### config.mk
export PLATFORM = sky130hd
export DESIGN_NAME = lottery_scheduler_core
export DESIGN_NICKNAME = d
export VERILOG_FILES = /design/src/hw/rtl/lsc_pkg.sv /design/src/hw/rtl/lottery_scheduler_core.sv /design/src/hw/rtl/lsc_ram.sv /design/src/hw/rtl/lsc_ctrl.sv /design/src/hw/rtl/lsc_dp.sv
export SDC_FILE = /design/constraint.sdc
export NUM_CORES = 1
export LEC_CHECK = 0
export BUFFER_PORTS_ARGS = -buffer_cell sky130_fd_sc_hd__buf_2
export CORE_MARGIN = 8
export CORE_UTILIZATION = 60
export DETAILED_ROUTE_END_ITERATION = 10
export PLACE_DENSITY_LB_ADDON = 0.2
export SYNTH_ARGS = -nofsm -noshare
export SYNTH_HDL_FRONTEND = slang
export SYNTH_SLANG_ARGS = --single-unit
### constraint.sdc
create_clock -name clk -period 9.75 [get_ports clk]
set_input_delay 0.975 -clock clk [delete_from_list [all_inputs] [get_ports clk]]
set_output_delay 0.975 -clock clk [all_outputs]
set_load 0.01 [all_outputs]
### src/hw/rtl/lsc_pkg.sv
// Lottery scheduler core: shared request/result types, command codes and
// the controller <-> datapath command/status structs. No dependencies.
package lsc_pkg;

  localparam int CMD_W  = 2;
  localparam int SLOT_W = 4;
  localparam int TV_W   = 16;
  localparam int RND_W  = 32;
  localparam int TOT_W  = 20;
  localparam int DCNT_W = $clog2(RND_W);

  localparam logic [CMD_W-1:0] CMD_SET  = 2'd0;
  localparam logic [CMD_W-1:0] CMD_XFER = 2'd1;
  localparam logic [CMD_W-1:0] CMD_DRAW = 2'd2;

  typedef struct packed {
    logic [CMD_W-1:0]  cmd;
    logic [SLOT_W-1:0] slot;
    logic [SLOT_W-1:0] other_slot;
    logic [TV_W-1:0]   ticket_value;
    logic              runnable;
    logic [RND_W-1:0]  random_draw;
  } in_req_t;

  typedef struct packed {
    logic [SLOT_W-1:0] winner_slot;
    logic              winner_found;
    logic [TV_W-1:0]   moved_tickets;
    logic [TOT_W-1:0]  total_tickets;
  } out_res_t;

  typedef struct packed {
    logic load_req;
    logic wr_set;
    logic xcalc;
    logic wr_src;
    logic wr_dst;
    logic walk_init;
    logic walk_step;
    logic div_init;
    logic div_step;
    logic load_out;
  } ctl_cmd_t;

  typedef struct packed {
    logic xfer_ok;
    logic walk_last;
    logic div_last;
    logic total_zero;
    logic hit;
  } dp_stat_t;

endpackage

### src/hw/rtl/lottery_scheduler_core.sv
// Lottery scheduler core, top level: controller plus datapath.
// Depends on lsc_pkg, lsc_ctrl, lsc_dp (and lsc_ram through lsc_dp).
//
// Usage:
//   Requests enter on in_valid/in_stall/in_data, one command each: set a slot,
//   transfer tickets between two slots, or draw a winner. Every request gives
//   exactly one result on out_valid/out_stall/out_data.
//   A request is taken when valid is high and stall is low at a clock edge.
//   One request is worked at a time; in_stall is high from acceptance until
//   its result has been loaded into the output register.
//   A set writes its slot when the slot is in range; a transfer reads both
//   slots and writes source then destination, or writes nothing when the
//   slots are invalid or equal; an unused command goes straight to the output.
//   A draw is a sum walk over the slot RAM, a bit-serial remainder, then a
//   scan walk that stops at the winner. A zero-ticket draw skips remainder and scan.
//   The output register decouples the sides: the next request is accepted
//   while a result still waits, but its result is held back until the
//   receiver drops out_stall. A stalled result stays unchanged.
//   Reset (rst_n low, synchronous) empties the table: every slot reads as
//   zero tickets and not runnable, and no result is pending.
module lottery_scheduler_core
  import lsc_pkg::*;
#(
  parameter int NUM_SLOTS   = 16,
  parameter int TICKET_BITS = 16
) (
  input  logic     clk,
  input  logic     rst_n,
  input  logic     in_valid,
  output logic     in_stall,
  input  in_req_t  in_data,
  output logic     out_valid,
  input  logic     out_stall,
  output out_res_t out_data
);

  ctl_cmd_t cmd;
  dp_stat_t stat;

  lsc_ctrl u_ctrl (
    .clk       (clk),
    .rst_n     (rst_n),
    .in_valid  (in_valid),
    .in_cmd    (in_data.cmd),
    .in_stall  (in_stall),
    .out_valid (out_valid),
    .out_stall (out_stall),
    .cmd       (cmd),
    .stat      (stat)
  );

  lsc_dp #(
    .NUM_SLOTS   (NUM_SLOTS),
    .TICKET_BITS (TICKET_BITS)
  ) u_dp (
    .clk      (clk),
    .rst_n    (rst_n),
    .in_data  (in_data),
    .cmd      (cmd),
    .stat     (stat),
    .out_data (out_data)
  );

endmodule

### src/hw/rtl/lsc_ram.sv
// Generic RAM: one write port, two read ports with registered read data.
// No dependencies.
module lsc_ram #(
  parameter int WIDTH = 17,
  parameter int DEPTH = 16,
  localparam int AW = $clog2(DEPTH)
) (
  input  logic             clk,
  input  logic             we,
  input  logic [AW-1:0]    waddr,
  input  logic [WIDTH-1:0] wdata,
  input  logic [AW-1:0]    ra_addr,
  input  logic [AW-1:0]    rb_addr,
  output logic [WIDTH-1:0] ra_data,
  output logic [WIDTH-1:0] rb_data
);

  logic [WIDTH-1:0] mem [DEPTH];

  always_ff @(posedge clk) begin
    if (we) begin
      mem[waddr] <= wdata;
    end
    ra_data <= mem[ra_addr];
    rb_data <= mem[rb_addr];
  end

endmodule

### src/hw/rtl/lsc_ctrl.sv
// Lottery scheduler controller: sequences set, transfer and draw requests.
// Depends on lsc_pkg; drives the datapath through ctl_cmd_t / dp_stat_t.
module lsc_ctrl
  import lsc_pkg::*;
(
  input  logic             clk,
  input  logic             rst_n,
  input  logic             in_valid,
  input  logic [CMD_W-1:0] in_cmd,
  output logic             in_stall,
  output logic             out_valid,
  input  logic             out_stall,
  output ctl_cmd_t         cmd,
  input  dp_stat_t         stat
);

  localparam logic [3:0] S_IDLE  = 4'd0;
  localparam logic [3:0] S_SETW  = 4'd1;
  localparam logic [3:0] S_XRD   = 4'd2;
  localparam logic [3:0] S_XCALC = 4'd3;
  localparam logic [3:0] S_XWS   = 4'd4;
  localparam logic [3:0] S_XWD   = 4'd5;
  localparam logic [3:0] S_SUM   = 4'd6;
  localparam logic [3:0] S_DCHK  = 4'd7;
  localparam logic [3:0] S_DIV   = 4'd8;
  localparam logic [3:0] S_SCAN  = 4'd9;
  localparam logic [3:0] S_OUT   = 4'd10;

  logic [3:0] state_r, state_nxt;
  logic       out_vld_r, out_vld_nxt;

  always_comb begin
    state_nxt = state_r;
    cmd       = '0;
    case (state_r)
      S_IDLE: begin
        if (in_valid) begin
          cmd.load_req = 1'b1;
          case (in_cmd)
            CMD_SET:  state_nxt = S_SETW;
            CMD_XFER: state_nxt = S_XRD;
            CMD_DRAW: state_nxt = S_SUM;
            default:  state_nxt = S_OUT;
          endcase
        end
      end
      S_SETW: begin
        cmd.wr_set = 1'b1;
        state_nxt  = S_OUT;
      end
      S_XRD: begin
        state_nxt = stat.xfer_ok ? S_XCALC : S_OUT;
      end
      S_XCALC: begin
        cmd.xcalc = 1'b1;
        state_nxt = S_XWS;
      end
      S_XWS: begin
        cmd.wr_src = 1'b1;
        state_nxt  = S_XWD;
      end
      S_XWD: begin
        cmd.wr_dst = 1'b1;
        state_nxt  = S_OUT;
      end
      S_SUM: begin
        cmd.walk_step = 1'b1;
        if (stat.walk_last) begin
          state_nxt = S_DCHK;
        end
      end
      S_DCHK: begin
        if (stat.total_zero) begin
          state_nxt = S_OUT;
        end else begin
          cmd.div_init  = 1'b1;
          cmd.walk_init = 1'b1;
          state_nxt     = S_DIV;
        end
      end
      S_DIV: begin
        cmd.div_step = 1'b1;
        if (stat.div_last) begin
          state_nxt = S_SCAN;
        end
      end
      S_SCAN: begin
        cmd.walk_step = 1'b1;
        if (stat.hit || stat.walk_last) begin
          state_nxt = S_OUT;
        end
      end
      S_OUT: begin
        if (!out_vld_r || !out_stall) begin
          cmd.load_out = 1'b1;
          state_nxt    = S_IDLE;
        end
      end
      default: state_nxt = S_IDLE;
    endcase
  end

  always_comb begin
    if (cmd.load_out) begin
      out_vld_nxt = 1'b1;
    end else if (!out_stall) begin
      out_vld_nxt = 1'b0;
    end else begin
      out_vld_nxt = out_vld_r;
    end
  end

  always_ff @(posedge clk) begin
    if (!rst_n) begin
      state_r   <= S_IDLE;
      out_vld_r <= 1'b0;
    end else begin
      state_r   <= state_nxt;
      out_vld_r <= out_vld_nxt;
    end
  end

  assign in_stall  = (state_r != S_IDLE);
  assign out_valid = out_vld_r;

  // a new result never overwrites one still waiting on a stalled receiver
  a_no_overwrite: assert property (@(posedge clk) disable iff (!rst_n)
    (out_vld_r && out_stall) |-> !cmd.load_out)
    else $error("result overwritten while stalled");

  // the remainder loop runs to completion before the scan starts
  a_div_holds: assert property (@(posedge clk) disable iff (!rst_n)
    (state_r == S_DIV && !stat.div_last) |=> (state_r == S_DIV))
    else $error("remainder loop left early");

endmodule

### src/hw/rtl/lsc_dp.sv
// Lottery scheduler datapath: slot table (RAM plus valid bits), transfer
// arithmetic, ticket sum, bit-serial remainder and winner scan.
// Depends on lsc_pkg and lsc_ram.
module lsc_dp
  import lsc_pkg::*;
#(
  parameter int NUM_SLOTS   = 16,
  parameter int TICKET_BITS = 16
) (
  input  logic     clk,
  input  logic     rst_n,
  input  in_req_t  in_data,
  input  ctl_cmd_t cmd,
  output dp_stat_t stat,
  output out_res_t out_data
);

  localparam int IDX_W = $clog2(NUM_SLOTS);
  localparam int CNT_W = $clog2(NUM_SLOTS + 1);
  localparam int SUM_W = TICKET_BITS + IDX_W;
  localparam int MV_W  = (TICKET_BITS > TV_W) ? TICKET_BITS : TV_W;
  localparam int ENT_W = TICKET_BITS + 1;

  in_req_t                req_r;
  logic [NUM_SLOTS-1:0]   vld_r;
  logic                   va_r, vb_r;
  logic [CNT_W-1:0]       cnt_r;
  logic [DCNT_W-1:0]      dcnt_r;
  logic [RND_W-1:0]       rnd_r;
  logic [SUM_W-1:0]       total_r, rem_r, run_sum_r;
  logic [TICKET_BITS-1:0] moved_r, src_new_r, dst_new_r;
  logic                   src_run_r, dst_run_r;
  logic [IDX_W-1:0]       win_r;
  logic                   found_r;
  logic                   sum_phase_r;
  out_res_t               out_r;

  logic [IDX_W-1:0]       src_idx, dst_idx, addr_a, waddr, ent_idx;
  logic                   slot_ok, dst_ok, we;
  logic [ENT_W-1:0]       wdata, ra_data, rb_data;
  logic [TICKET_BITS-1:0] a_tk, b_tk, moved_nxt;
  logic                   a_run, b_run;
  logic [MV_W-1:0]        m_src, m_req, m_room, m_min;
  logic [SUM_W-1:0]       a_add, run_sum_nxt, rem_nxt, total_acc;
  logic [SUM_W:0]         div_t, div_d;
  logic                   hit;

  assign src_idx = IDX_W'(req_r.slot);
  assign dst_idx = IDX_W'(req_r.other_slot);
  assign slot_ok = 32'(req_r.slot) < NUM_SLOTS;
  assign dst_ok  = 32'(req_r.other_slot) < NUM_SLOTS;
  assign addr_a  = (req_r.cmd == CMD_DRAW) ? IDX_W'(cnt_r) : src_idx;
  assign ent_idx = IDX_W'(cnt_r - CNT_W'(1));

  always_comb begin
    we    = 1'b0;
    waddr = src_idx;
    wdata = {req_r.runnable, TICKET_BITS'(req_r.ticket_value)};
    if (cmd.wr_set && slot_ok) begin
      we = 1'b1;
    end else if (cmd.wr_src) begin
      we    = 1'b1;
      wdata = {src_run_r, src_new_r};
    end else if (cmd.wr_dst) begin
      we    = 1'b1;
      waddr = dst_idx;
      wdata = {dst_run_r, dst_new_r};
    end
  end

  lsc_ram #(
    .WIDTH (ENT_W),
    .DEPTH (NUM_SLOTS)
  ) u_ram (
    .clk     (clk),
    .we      (we),
    .waddr   (waddr),
    .wdata   (wdata),
    .ra_addr (addr_a),
    .rb_addr (dst_idx),
    .ra_data (ra_data),
    .rb_data (rb_data)
  );

  // never-written slots read as zero tickets, not runnable
  assign a_tk  = va_r ? ra_data[TICKET_BITS-1:0] : '0;
  assign a_run = va_r & ra_data[TICKET_BITS];
  assign b_tk  = vb_r ? rb_data[TICKET_BITS-1:0] : '0;
  assign b_run = vb_r & rb_data[TICKET_BITS];

  // moved = min(source, request, room left in destination)
  always_comb begin
    m_src  = MV_W'(a_tk);
    m_req  = MV_W'(req_r.ticket_value);
    m_room = MV_W'(~b_tk);
    m_min  = (m_src < m_req) ? m_src : m_req;
    if (m_room < m_min) begin
      m_min = m_room;
    end
    moved_nxt = TICKET_BITS'(m_min);
  end

  assign a_add       = a_run ? SUM_W'(a_tk) : '0;
  assign run_sum_nxt = run_sum_r + a_add;
  // winner search only in the scan walk, not in the sum walk
  assign hit = cmd.walk_step && !sum_phase_r && (cnt_r != '0) && a_run
               && (run_sum_nxt > rem_r);

  // restoring remainder, one dividend bit per cycle
  assign div_t   = {rem_r, rnd_r[RND_W-1]};
  assign div_d   = {1'b0, total_r};
  assign rem_nxt = (div_t >= div_d) ? SUM_W'(div_t - div_d) : SUM_W'(div_t);

  always_ff @(posedge clk) begin
    if (!rst_n) begin
      vld_r   <= '0;
      cnt_r   <= '0;
      dcnt_r  <= '0;
      total_r <= '0;
      moved_r <= '0;
      found_r <= 1'b0;
      win_r   <= '0;
    end else begin
      if (we) begin
        vld_r[waddr] <= 1'b1;
      end
      if (cmd.load_req) begin
        cnt_r   <= '0;
        total_r <= '0;
        moved_r <= '0;
        found_r <= 1'b0;
        win_r   <= '0;
      end
      if (cmd.walk_init) begin
        cnt_r <= '0;
      end else if (cmd.walk_step && (cnt_r != CNT_W'(NUM_SLOTS))) begin
        cnt_r <= cnt_r + CNT_W'(1);
      end
      if (cmd.walk_step && sum_phase_r && (cnt_r != '0)) begin
        total_r <= total_acc;
      end
      if (cmd.div_init) begin
        dcnt_r <= '0;
      end else if (cmd.div_step) begin
        dcnt_r <= dcnt_r + DCNT_W'(1);
      end
      if (cmd.xcalc) begin
        moved_r <= moved_nxt;
      end
      if (hit) begin
        found_r <= 1'b1;
        win_r   <= ent_idx;
      end
    end
  end

  // sum pass: total_r accumulates while walking before the remainder loop
  always_ff @(posedge clk) begin
    if (!rst_n) begin
      sum_phase_r <= 1'b0;
    end else if (cmd.load_req) begin
      sum_phase_r <= 1'b1;
    end else if (cmd.div_init) begin
      sum_phase_r <= 1'b0;
    end
  end

  always_ff @(posedge clk) begin
    va_r <= (32'(addr_a) < NUM_SLOTS) ? vld_r[addr_a] : 1'b0;
    vb_r <= dst_ok ? vld_r[dst_idx] : 1'b0;
    if (cmd.load_req) begin
      req_r <= in_data;
    end
    if (cmd.walk_init) begin
      run_sum_r <= '0;
    end else if (cmd.walk_step && (cnt_r != '0)) begin
      run_sum_r <= run_sum_nxt;
    end
    if (cmd.div_init) begin
      rem_r <= '0;
      rnd_r <= req_r.random_draw;
    end else if (cmd.div_step) begin
      rem_r <= rem_nxt;
      rnd_r <= {rnd_r[RND_W-2:0], 1'b0};
    end
    if (cmd.xcalc) begin
      src_new_r <= a_tk - moved_nxt;
      dst_new_r <= b_tk + moved_nxt;
      src_run_r <= a_run;
      dst_run_r <= b_run;
    end
    if (cmd.load_out) begin
      out_r.winner_slot   <= SLOT_W'(win_r);
      out_r.winner_found  <= found_r;
      out_r.moved_tickets <= TV_W'(moved_r);
      out_r.total_tickets <= TOT_W'(total_r);
    end
  end

  // running total of runnable tickets during the sum walk
  assign total_acc = total_r + a_add;

  assign stat.xfer_ok    = slot_ok && dst_ok && (req_r.slot != req_r.other_slot);
  assign stat.walk_last  = (cnt_r == CNT_W'(NUM_SLOTS));
  assign stat.div_last   = (dcnt_r == {DCNT_W{1'b1}});
  assign stat.total_zero = (total_r == '0);
  assign stat.hit        = hit;
  assign out_data        = out_r;

  a_found_nonzero: assert property (@(posedge clk) disable iff (!rst_n)
    found_r |-> (total_r != '0))
    else $error("winner reported with zero ticket total");

  a_rem_bound: assert property (@(posedge clk) disable iff (!rst_n)
    (cmd.walk_step && !sum_phase_r) |-> (rem_r < total_r))
    else $error("winning ticket not below total");

  a_moved_bound: assert property (@(posedge clk) disable iff (!rst_n)
    cmd.load_out |-> (MV_W'(moved_r) <= MV_W'(req_r.ticket_value)))
    else $error("transfer moved more than requested");

  a_sum_gated: assert property (@(posedge clk) disable iff (!rst_n)
    (cmd.walk_step && sum_phase_r && (cnt_r != '0)) |=> (total_r == $past(total_acc)))
    else $error("ticket sum did not accumulate");

endmodule
==> impl_metrics.env, run 1 <==
export IMPL_outcome="finished clean"
export IMPL_num_vias=20188
export IMPL_ys_types=82
export IMPL_hold_path_depth=0
export IMPL_place_inst=3043
export IMPL_grt_pass1_wl_um=118000
export IMPL_fin_crit_ns=8.33
export IMPL_p_per_area_nw_per_um2=289
export IMPL_rr_startpoint="u_dp.va_r"
export IMPL_min_to="u_dp.out_data[28]"
export IMPL_ant_nets=0
export IMPL_hold_path_startpoint="u_dp.moved_r[8]"
export IMPL_slew_headroom_pct=18.4
export IMPL_port_buffers=105
export IMPL_end_kind="flip-flop"
export IMPL_syn_avg_cell_area_sq_um=12.3
export IMPL_power_total_uw=9520
export IMPL_layout_common_cells="438 x edfxtp_1, 284 x nand2_1, 178 x nor2_1"
export IMPL_tightestPinTransition_ns=1.22
export IMPL_dominantRegCellSynth="edfxtp_1"
export IMPL_worst_ep_arrival_time_ns=8.69
export IMPL_drive_above_1_share_pct=18.9
export IMPL_leakage_uw=0.0123
export IMPL_clkTransAtPathRegs_ns=0.06
export IMPL_routed_via_density=6.39
export IMPL_cpMaxStageDelayCell="dfxtp_1"
export IMPL_grt_usage_pct=27.0
export IMPL_cts_made_buffers=60
export IMPL_ys_warn_count=0
export IMPL_antennaDiodeCount=0
export IMPL_area_growth_pct=12.1
export IMPL_cts_tree="yes"
export IMPL_clockBufferDepth=3
export IMPL_crit_fanout=29
export IMPL_fin_cells=3157
export IMPL_ioPinCount=106
export IMPL_grt_max_degree=62
export IMPL_ir_drop_mv=0.215
export IMPL_rsz0062_at_grt="no"
export IMPL_globalplace_congestion=0.935
export IMPL_min_period_over_period_pct=85.4
export IMPL_num_rows=81
export IMPL_r2r_end="u_dp.dst_new_r[15]"
export IMPL_fmax_mhz=120
export IMPL_critPathTopFamily="compound AO/OA/AOI/OAI gates"
export IMPL_syn_cell_area_sq_um=29300
export IMPL_setup_viol=0
export IMPL_cts_sinks=587
export IMPL_netlist_instances=2377
export IMPL_fin_skew_ns=0.0409
export IMPL_slew_viol_final=0
export IMPL_synth_seq_area_share_pct=55.0
export IMPL_hold_class="flip-flop to flip-flop"
export IMPL_avgRoutedWirePerCell_um=24.3
export IMPL_cts_resized_gates=0
export IMPL_syn_nets=2570
export IMPL_root_buffer="clkbuf_16"
export IMPL_final_common_cell="edfxtp_1"
export IMPL_grt_pass1_vias=20219
export IMPL_cp_num_buf_inv=2
export IMPL_ys_ff_latch=587
export IMPL_synth_edff_count=438
export IMPL_post_cts_buffers=0
export IMPL_worstSetupPathType="flip-flop to flip-flop"
export IMPL_drt_iter0_drc=2055
export IMPL_final_hold_viol_count=0
export IMPL_die_width_um=237
export IMPL_cts_max_level=2
export IMPL_critPathMaxStageDelay_ns=0.71
export IMPL_nNetsFinal=2676
export IMPL_cts_hold_buf=0
export IMPL_die_h_um=237
export IMPL_start_kind="flip-flop"
export IMPL_ff2ff_setup_slack_ns=1.42
export IMPL_crit_required_ns=10.12
export IMPL_critPathMostFrequentCell="o21a_1"
export IMPL_drc=0
export IMPL_dr_pass1_iters=6
export IMPL_async_flop_share_pct=0
export IMPL_setup_tns_ns=0
export IMPL_core_area_sq_um=48600
export IMPL_die_area_sq_um=56200
export IMPL_antenna_found_initial=1
export IMPL_drt_total_wl_um=76700
export IMPL_cap_violations=0
export IMPL_r2r_cells=35
export IMPL_grt_overflow=0
export IMPL_start_util_pct=60.3
export IMPL_place_hpwl_um=50600
export IMPL_clock_latency_ns=0.65
-- worst register-to-register path: cells and delay by family, from the launching register on --
kind	cells	cell delay (ns)
DFF	1	0.71
muxes	1	0.30
buffers and inverters	2	0.51
adders and majority gates	3	0.75
AOI/OAI and AO/OA	19	4.15
and+or+nand+nor	9	1.55
xor gates and xnor gates	1	0.08
-- through the flow --
stage               util (%)  hold WS (ns)  worst slack [ns]  instance area [sq um]
finish                  67.6         0.432              1.42                  32900
global route            67.6         0.443             0.801                  32900
CTS                     67.6         0.435              1.46                  32900
detailed placement      63.2         0.420              1.51                  30700
global placement        63.2         0.414              1.58                  30700
floorplan                  -         0.408              2.00                  29300
-- area by class of cell --
class / instances / area (sq um)
Sequential cell: 587 / 16100
Fill cell: 3486 / 15800
Multi-Input combinational cell: 1535 / 12400
Clock buffer: 78 / 1670
Timing Repair Buffer: 157 / 916
Tap cell: 622 / 778
Inverter: 142 / 533
Clock inverter: 36 / 497
-- metal layers --
layer / part of all wire, % / global-route usage (%) / vias to the layer above
met4: 3.1 / 9.19 / 2
met1: 40 / 35.9 / 9964
met5: 0.017 / 0 / -
li1: - / - / 9088
met2: 49 / 45.1 / 991
met3: 7.9 / 4.57 / 143
-- power breakdown --
| group | internal [uW] | leakage (uW) | switching (uW) |
|---|---|---|---|
| clock | 1480 | 0.00105 | 988 |
| combinational | 1390 | 0.00608 | 2140 |
| sequential | 3280 | 0.00522 | 232 |
-- flip-flops by register name, indices dropped and copies added (netlist names), 17 cells and up --
| name | flops |
|---|---|
| u_dp.out_data | 41 |
| u_dp.rem_r | 20 |
| u_dp.req_r | 35 |
| u_dp.rnd_r | 32 |
| u_dp.run_sum_r | 20 |
| u_dp.total_r | 20 |
| u_dp.u_ram.mem | 272 |
| u_dp.u_ram.ra_data | 17 |
| u_dp.u_ram.rb_data | 17 |
-- how the worst max path moves through the flow --
stage / to / cells after the start / from
4_1_cts: u_dp.dst_new_r[15] / 35 / u_dp.va_r
6_report: u_dp.dst_new_r[15] / 35 / u_dp.va_r
2_1_floorplan: u_dp.dst_new_r[15] / 41 / u_dp.va_r
5_1_grt: u_dp.dst_new_r[14] / 38 / u_dp.va_r
3_5_place_dp: u_dp.dst_new_r[15] / 35 / u_dp.va_r
3_3_place_gp: u_dp.dst_new_r[15] / 35 / u_dp.va_r
-- synth_stat cells (all sizes together) (41+ instances only) --
master | n | share of area, %
inv | 140 | 1.8
edfxtp | 438 | 45
xnor2 | 54 | 1.6
dfxtp | 149 | 10
nand2 | 284 | 3.6
mux4 | 162 | 12
ha | 126 | 5.4
nor3 | 46 | 0.78
a21oi | 152 | 2.6
o21ai | 49 | 0.84
a211oi | 41 | 1.1
nand3 | 55 | 0.94
nor2 | 194 | 2.5
clkbuf | 84 | 1.1
-- cell families after synthesis --
kind of cell	synth area share [%]
AOI/OAI and AO/OA	8.94
xor gates and xnor gates	2.32
adders and majority gates	5.83
buffers and inverters	3.36
DFF	55.0
muxes	13.5
and+or+nand+nor	11.1
No activity file was read; power rests on OpenSTA's default activity.
==> inputs of run 2 (changes only) <==
Settings changed: GPL_TIMING_DRIVEN set to 0.
==> run 2 against run 1 <==
Against the previous run:
- register-to-register slack worse by 0.83 ns
- clock skew up 0.0047 ns
- first-iteration DRC count down 1.6%
- final cell count up 2.7%
- clock power down 6%
==> impl_metrics.env, run 2 (same netlist as run 1, synthesis figures left out) <==
export IMPL_outcome="finished clean"
export IMPL_worst_ep_arrival_time_ns=9.53
export IMPL_end_kind="flip-flop"
export IMPL_final_common_cell="edfxtp_1"
export IMPL_grt_overflow=0
export IMPL_cts_tree="yes"
export IMPL_dr_pass1_iters=5
export IMPL_cp_endpoint="u_dp.dst_new_r[14]"
export IMPL_tightestPinTransition_ns=1.35
export IMPL_ir_drop_mv=0.189
export IMPL_die_width_um=237
export IMPL_core_area_sq_um=48600
export IMPL_p_int_uw=6030
export IMPL_start_util_pct=60.3
export IMPL_setup_tns_ns=0
export IMPL_netSwitchingPower_uw=3490
export IMPL_clockBufferDepth=3
export IMPL_die_h_um=237
export IMPL_hold_class="flip-flop to flip-flop"
export IMPL_cp_num_buf_inv=9
export IMPL_critPathMaxStageDelay_ns=0.56
export IMPL_grt_max_degree=62
export IMPL_start_kind="flip-flop"
export IMPL_leakage_uw=0.0124
export IMPL_nNetsFinal=2762
export IMPL_clkPwrFrac_pct=24.5
export IMPL_antenna_found_initial=0
export IMPL_final_hold_viol_count=0
export IMPL_seq_power_share_pct=36.7
export IMPL_worstSetupPathType="flip-flop to flip-flop"
export IMPL_nFillCells=3459
export IMPL_slew_viol_final=0
export IMPL_rr_startpoint="u_dp.va_r"
export IMPL_fin_skew_ns=0.0456
export IMPL_crit_required_ns=10.13
export IMPL_rsz0062_at_grt="no"
export IMPL_min_period_over_period_pct=93.9
export IMPL_fmax_mhz=109
export IMPL_critPathTopFamily="compound AO/OA/AOI/OAI gates"
export IMPL_top_register="u_dp.u_ram.mem"
export IMPL_cts_made_buffers=60
export IMPL_die_area_sq_um=56200
export IMPL_num_rows=81
export IMPL_port_buffers=104
export IMPL_grt_usage_pct=28.3
export IMPL_cp_depth=43
export IMPL_setup_viol=0
export IMPL_crit_start="u_dp.va_r"
export IMPL_drc=0
export IMPL_cpMaxStageDelayCell="or4_1"
export IMPL_r2r_end="u_dp.dst_new_r[14]"
export IMPL_clock_latency_ns=0.65
export IMPL_cts_max_level=2
export IMPL_cts_sinks=587
export IMPL_root_buffer="clkbuf_16"
export IMPL_cts_hold_buf=0
export IMPL_cts_resized_gates=3
export IMPL_crit_fanout=19
export IMPL_ioPinCount=106
export IMPL_p_per_area_nw_per_um2=287
export IMPL_num_vias=20636
export IMPL_ant_nets=0
export IMPL_post_cts_buffers=0
export IMPL_register_area_sq_um=16100
export IMPL_setup_slack_ns=0.599
export IMPL_r2r_cells=43
export IMPL_area_growth_pct=13.1
export IMPL_dp_slack_ns=-0.405
export IMPL_post_route_util_pct=68.2
export IMPL_holdWs_ns=0.433
export IMPL_power_total_uw=9520
export IMPL_p_comb_share_pct=38.8
export IMPL_clkTransAtPathRegs_ns=0.06
export IMPL_drive_above_1_share_pct=18.2
export IMPL_place_hpwl_um=59200
export IMPL_drt_iter0_drc=2023
export IMPL_grt_pass1_vias=20731
export IMPL_cap_violations=0
export IMPL_slew_headroom_pct=7.18
export IMPL_largest_reg_flops=272
export IMPL_multi_input_area_sq_um=12400
export IMPL_antennaDiodeCount=0
export IMPL_netSwitchingFraction_pct=36.7
export IMPL_ff2ff_setup_slack_ns=0.60
export IMPL_drt_total_wl_um=79900
export IMPL_grt_pass1_wl_um=122000
export IMPL_globalplace_congestion=0.958
export IMPL_routed_via_density=6.37
export IMPL_layout_common_cells="438 x edfxtp_1, 284 x nand2_1, 178 x nor2_1"
export IMPL_fin_crit_ns=9.15
export IMPL_avgRoutedWirePerCell_um=24.6
-- run 2: power by group through the flow --
stage / clock network, uW / logic [uW] / registers (uW)
after floorplan: 0 / 2560 / 3450
after global placement: 0 / 3450 / 3550
after detailed placement: 0 / 3610 / 3540
after CTS: 2360 / 3640 / 3490
after global routing: 2450 / 4020 / 3520
final: 2330 / 3690 / 3500
-- run 2: cell type report --
| class | instances | share of cell area [%] |
|---|---|---|
| multi-input cells | 1535 | 37.2 |
| clock inverters | 42 | 1.28 |
| inverters | 142 | 1.62 |
| repair buffers | 131 | 2.70 |
| well taps | 622 | 2.35 |
| plain buffers | 112 | 1.40 |
| clock buffers | 71 | 4.77 |
| flip-flops and latches | 587 | 48.6 |
-- run 2: worst min path at each step --
stage / from / to / slack [ns] / depth (start not counted)
after global placement: u_dp.win_r[2] / u_dp.out_data[39] / 0.41 / 0
after CTS: u_dp.moved_r[3] / u_dp.out_data[23] / 0.44 / 0
after detailed placement: u_dp.win_r[2] / u_dp.out_data[39] / 0.42 / 0
final: u_dp.moved_r[3] / u_dp.out_data[23] / 0.43 / 0
after floorplan: u_dp.moved_r[0] / u_dp.out_data[20] / 0.41 / 0
after global routing: u_dp.moved_r[0] / u_dp.out_data[20] / 0.45 / 0
-- run 2: worst reg2reg max path, delay by kind of cell, from the launching register on --
family | cells | cell delay (ns)
compound gates | 17 | 3.23
xor+xnor | 1 | 0.12
fa+ha+maj | 4 | 1.28
buf+inv | 9 | 1.86
flops | 1 | 0.31
simple gates | 12 | 2.09
-- run 2: metrics by stage --
| step | std cells | instance area (sq um) |
|---|---|---|
| after floorplan | 2377 | 29300 |
| after global placement | 3103 | 30600 |
| after detailed placement | 3129 | 31100 |
| after CTS | 3241 | 33100 |
| after global routing | 3242 | 33200 |
| final | 3242 | 33200 |
-- run 2: metal layers --
metal | wire [um] | vias to the layer above | part of all wire [%] | GRT usage [%]
met3 | 6350 | 194 | 7.9 | 4.75
met1 | 32300 | 10112 | 40 | 37.1
met5 | 0 | - | 0 | 0
met2 | 38100 | 1054 | 48 | 46.7
met4 | 3190 | 0 | 4.0 | 11.4
li1 | - | 9276 | - | -
==> inputs of run 3 (changes only) <==
Settings changed: SYNTH_HIERARCHICAL set to 1.
==> run 3 against run 2 <==
Against the previous run:
- critical path depth fell by 6
- largest power group is now sequential cells
- clock skew grew 0.0099 ns
- maximum frequency increased by 4.4%
==> impl_metrics.env, run 3 <==
export IMPL_outcome="finished clean"
export IMPL_slew_viol_final=0
export IMPL_antenna_found_initial=2
export IMPL_r2r_cells=37
export IMPL_finalInstanceArea_sq_um=33400
export IMPL_netSwitchingPower_uw=3200
export IMPL_routed_via_density=6.33
export IMPL_largest_reg_flops=272
export IMPL_critPathMaxStageDelay_ns=0.58
export IMPL_worst_ep_arrival_time_ns=9.13
export IMPL_cts_sinks=587
export IMPL_start_util_pct=60.6
export IMPL_seq_power_share_pct=38.6
export IMPL_netlist_instances=2309
export IMPL_ant_nets=0
export IMPL_die_area_sq_um=56700
export IMPL_start_kind="flip-flop"
export IMPL_min_period_over_period_pct=89.9
export IMPL_synth_area_leaders="edfxtp_1 44%, dfxtp_1 10%, mux4_2 9.1%"
export IMPL_setup_viol=0
export IMPL_drive_above_1_share_pct=18.6
export IMPL_ir_drop_mv=0.176
export IMPL_drt_iter0_drc=2147
export IMPL_dominantRegCellSynth="edfxtp_1"
export IMPL_fin_skew_ns=0.0554
export IMPL_p_int_uw=5950
export IMPL_fin_crit_ns=8.76
export IMPL_synth_seq_area_share_pct=54.5
export IMPL_met1_usage_pct=34.8
export IMPL_die_width_um=238
export IMPL_ioPinCount=106
export IMPL_synth_edff_count=438
export IMPL_grt_max_degree=61
export IMPL_rsz0062_at_grt="no"
export IMPL_ys_warn_count=6
export IMPL_place_inst=3114
export IMPL_num_rows=81
export IMPL_core_area_sq_um=48800
export IMPL_syn_nets=2513
export IMPL_ff2ff_setup_slack_ns=0.99
export IMPL_leakage_uw=0.0127
export IMPL_worstSetupPathType="flip-flop to flip-flop"
export IMPL_clkTransAtPathRegs_ns=0.06
export IMPL_final_common_cell="edfxtp_1"
export IMPL_grtUsageMet2_pct=43.3
export IMPL_cts_resized_gates=0
export IMPL_grt_usage_pct=26.6
export IMPL_cts_tree="yes"
export IMPL_grtUsageMet3_pct=5.23
export IMPL_synth_common_cells="438 x edfxtp_1, 189 x nor2_1, 159 x nand2_1"
export IMPL_cts_max_level=2
export IMPL_hold_class="flip-flop to flip-flop"
export IMPL_cap_violations=0
export IMPL_top_register="u_dp/u_ram/mem"
export IMPL_die_h_um=238
export IMPL_tightestPinTransition_ns=1.03
export IMPL_p_per_area_nw_per_um2=274
export IMPL_layout_common_cells="438 x edfxtp_1, 176 x nor2_1, 159 x nand2_1"
export IMPL_drt_total_wl_um=76600
export IMPL_fmax_mhz=114
export IMPL_crit_fanout=10
export IMPL_drc=0
export IMPL_nNetsFinal=2715
export IMPL_clock_latency_ns=0.67
export IMPL_critPathMostFrequentCell="o21ai_0"
export IMPL_root_buffer="clkbuf_16"
export IMPL_rr_startpoint="u_dp/va_r"
export IMPL_avgRoutedWirePerCell_um=23.7
export IMPL_clkPwrFrac_pct=24.9
export IMPL_ys_ff_latch=587
export IMPL_crit_required_ns=10.12
export IMPL_grt_overflow=0
export IMPL_place_hpwl_um=55300
export IMPL_syn_avg_cell_area_sq_um=12.8
export IMPL_netSwitchingFraction_pct=35.0
export IMPL_synth_top_area_share_pct=44.4
export IMPL_hold_path_depth=0
export IMPL_dr_pass1_iters=6
export IMPL_p_comb_share_pct=36.5
export IMPL_syn_cell_area_sq_um=29600
export IMPL_cts_made_buffers=59
export IMPL_port_buffers=105
export IMPL_setup_tns_ns=0
export IMPL_ys_types=89
export IMPL_grt_pass1_vias=20259
export IMPL_area_growth_pct=12.8
export IMPL_clockBufferDepth=3
export IMPL_synth_most_common_cell="edfxtp_1"
export IMPL_fin_cells=3226
export IMPL_post_cts_buffers=0
export IMPL_grt_pass1_wl_um=116000
export IMPL_num_vias=20433
export IMPL_synth_top_area_cell="edfxtp_1"
export IMPL_r2r_end="u_dp/dst_new_r[14]"
export IMPL_top_usage_layer="met2"
export IMPL_end_kind="flip-flop"
export IMPL_globalplace_congestion=0.928
export IMPL_final_hold_viol_count=0
export IMPL_slew_headroom_pct=31.1
export IMPL_cts_hold_buf=0
export IMPL_async_flop_share_pct=0
export IMPL_power_total_uw=9150
export IMPL_min_to="u_dp/out_data[20]"
export IMPL_placed_cell_area_sq_um=31400
export IMPL_cpMaxStageDelayCell="buf_1"
export IMPL_hold_path_startpoint="u_dp/moved_r[0]"
-- run 3: changes by cell type after synthesis, sizes merged, moves of 21 or more --
cell,change
mux2,+24
nand3,-30
nand2,-123
mux2i,+32
a31oi,-21
a22oi,+83
-- run 3: per-stage QoR --
| step | util (%) | setup WS [ns] | hold WS (ns) |
|---|---|---|---|
| 5_1_grt | 68.4 | 0.382 | 0.429 |
| 2_1_floorplan | - | 2.86 | 0.400 |
| 6_report | 68.4 | 0.989 | 0.421 |
| 3_5_place_dp | 64.3 | 1.21 | 0.408 |
| 3_3_place_gp | 63.4 | 1.32 | 0.405 |
| 4_1_cts | 68.4 | 1.08 | 0.423 |
-- run 3: metal layers --
| metal | up-vias | share of wire (%) |
|---|---|---|
| met5 | - | 0.017 |
| met3 | 218 | 9.3 |
| met4 | 2 | 4.0 |
| met1 | 10061 | 39 |
| met2 | 1004 | 47 |
| li1 | 9148 | - |
-- run 3: how the worst max path moves through the flow --
stage	from	endpoint	slack, ns
6_report	u_dp/va_r	u_dp/dst_new_r[14]	0.99
5_1_grt	u_dp/va_r	u_dp/dst_new_r[14]	0.38
4_1_cts	u_dp/va_r	u_dp/dst_new_r[14]	1.08
3_5_place_dp	u_dp/va_r	u_dp/dst_new_r[14]	1.21
3_3_place_gp	u_dp/va_r	u_dp/dst_new_r[14]	1.32
2_1_floorplan	u_dp/va_r	u_dp/dst_new_r[14]	2.86
-- run 3: layout make-up --
type                       count  area [sq um]
antenna                        1          2.50
buffer                       115           569
timing repair buffer         141           928
sequential                   587         16100
inverter                     129           484
clock inverter                29           319
multi-input combinational   1478         12500
tap                          664           831
fill                        3442         15400
clock buffer                  82          1650
-- run 3: cells by family (layout without fill, tap and decap cells) --
group,after synthesis,after routing,share of synthesized area [%]
multiplexers,227,227,14.1
buffers and inverters,244,496,3.56
AO/OA/AOI/OAI,456,456,10.1
XOR/XNOR,81,81,2.42
flip-flops,587,587,54.5
adder cells (fa/ha/maj),141,141,6.06
AND/OR/NAND/NOR,573,573,9.30
other,0,1,0
-- run 3: critical path, delay by kind of cell (launching register included) --
kind                       cells  cell delay (ns)
DFF                            1             0.34
and+or+nand+nor                7             1.47
adders and majority gates      4             1.22
AOI/OAI and AO/OA             18             3.06
buffers and inverters          5             1.56
xor gates and xnor gates       1             0.13
muxes                          2             0.71
-- run 3: power by group through the flow --
stage | clock [uW] | combinational [uW] | sequential [uW]
after detailed placement | 0 | 3270 | 3570
final | 2280 | 3340 | 3530
after floorplan | 0 | 2330 | 3490
after global placement | 0 | 3070 | 3580
after CTS | 2320 | 3300 | 3520
after global routing | 2410 | 3610 | 3560
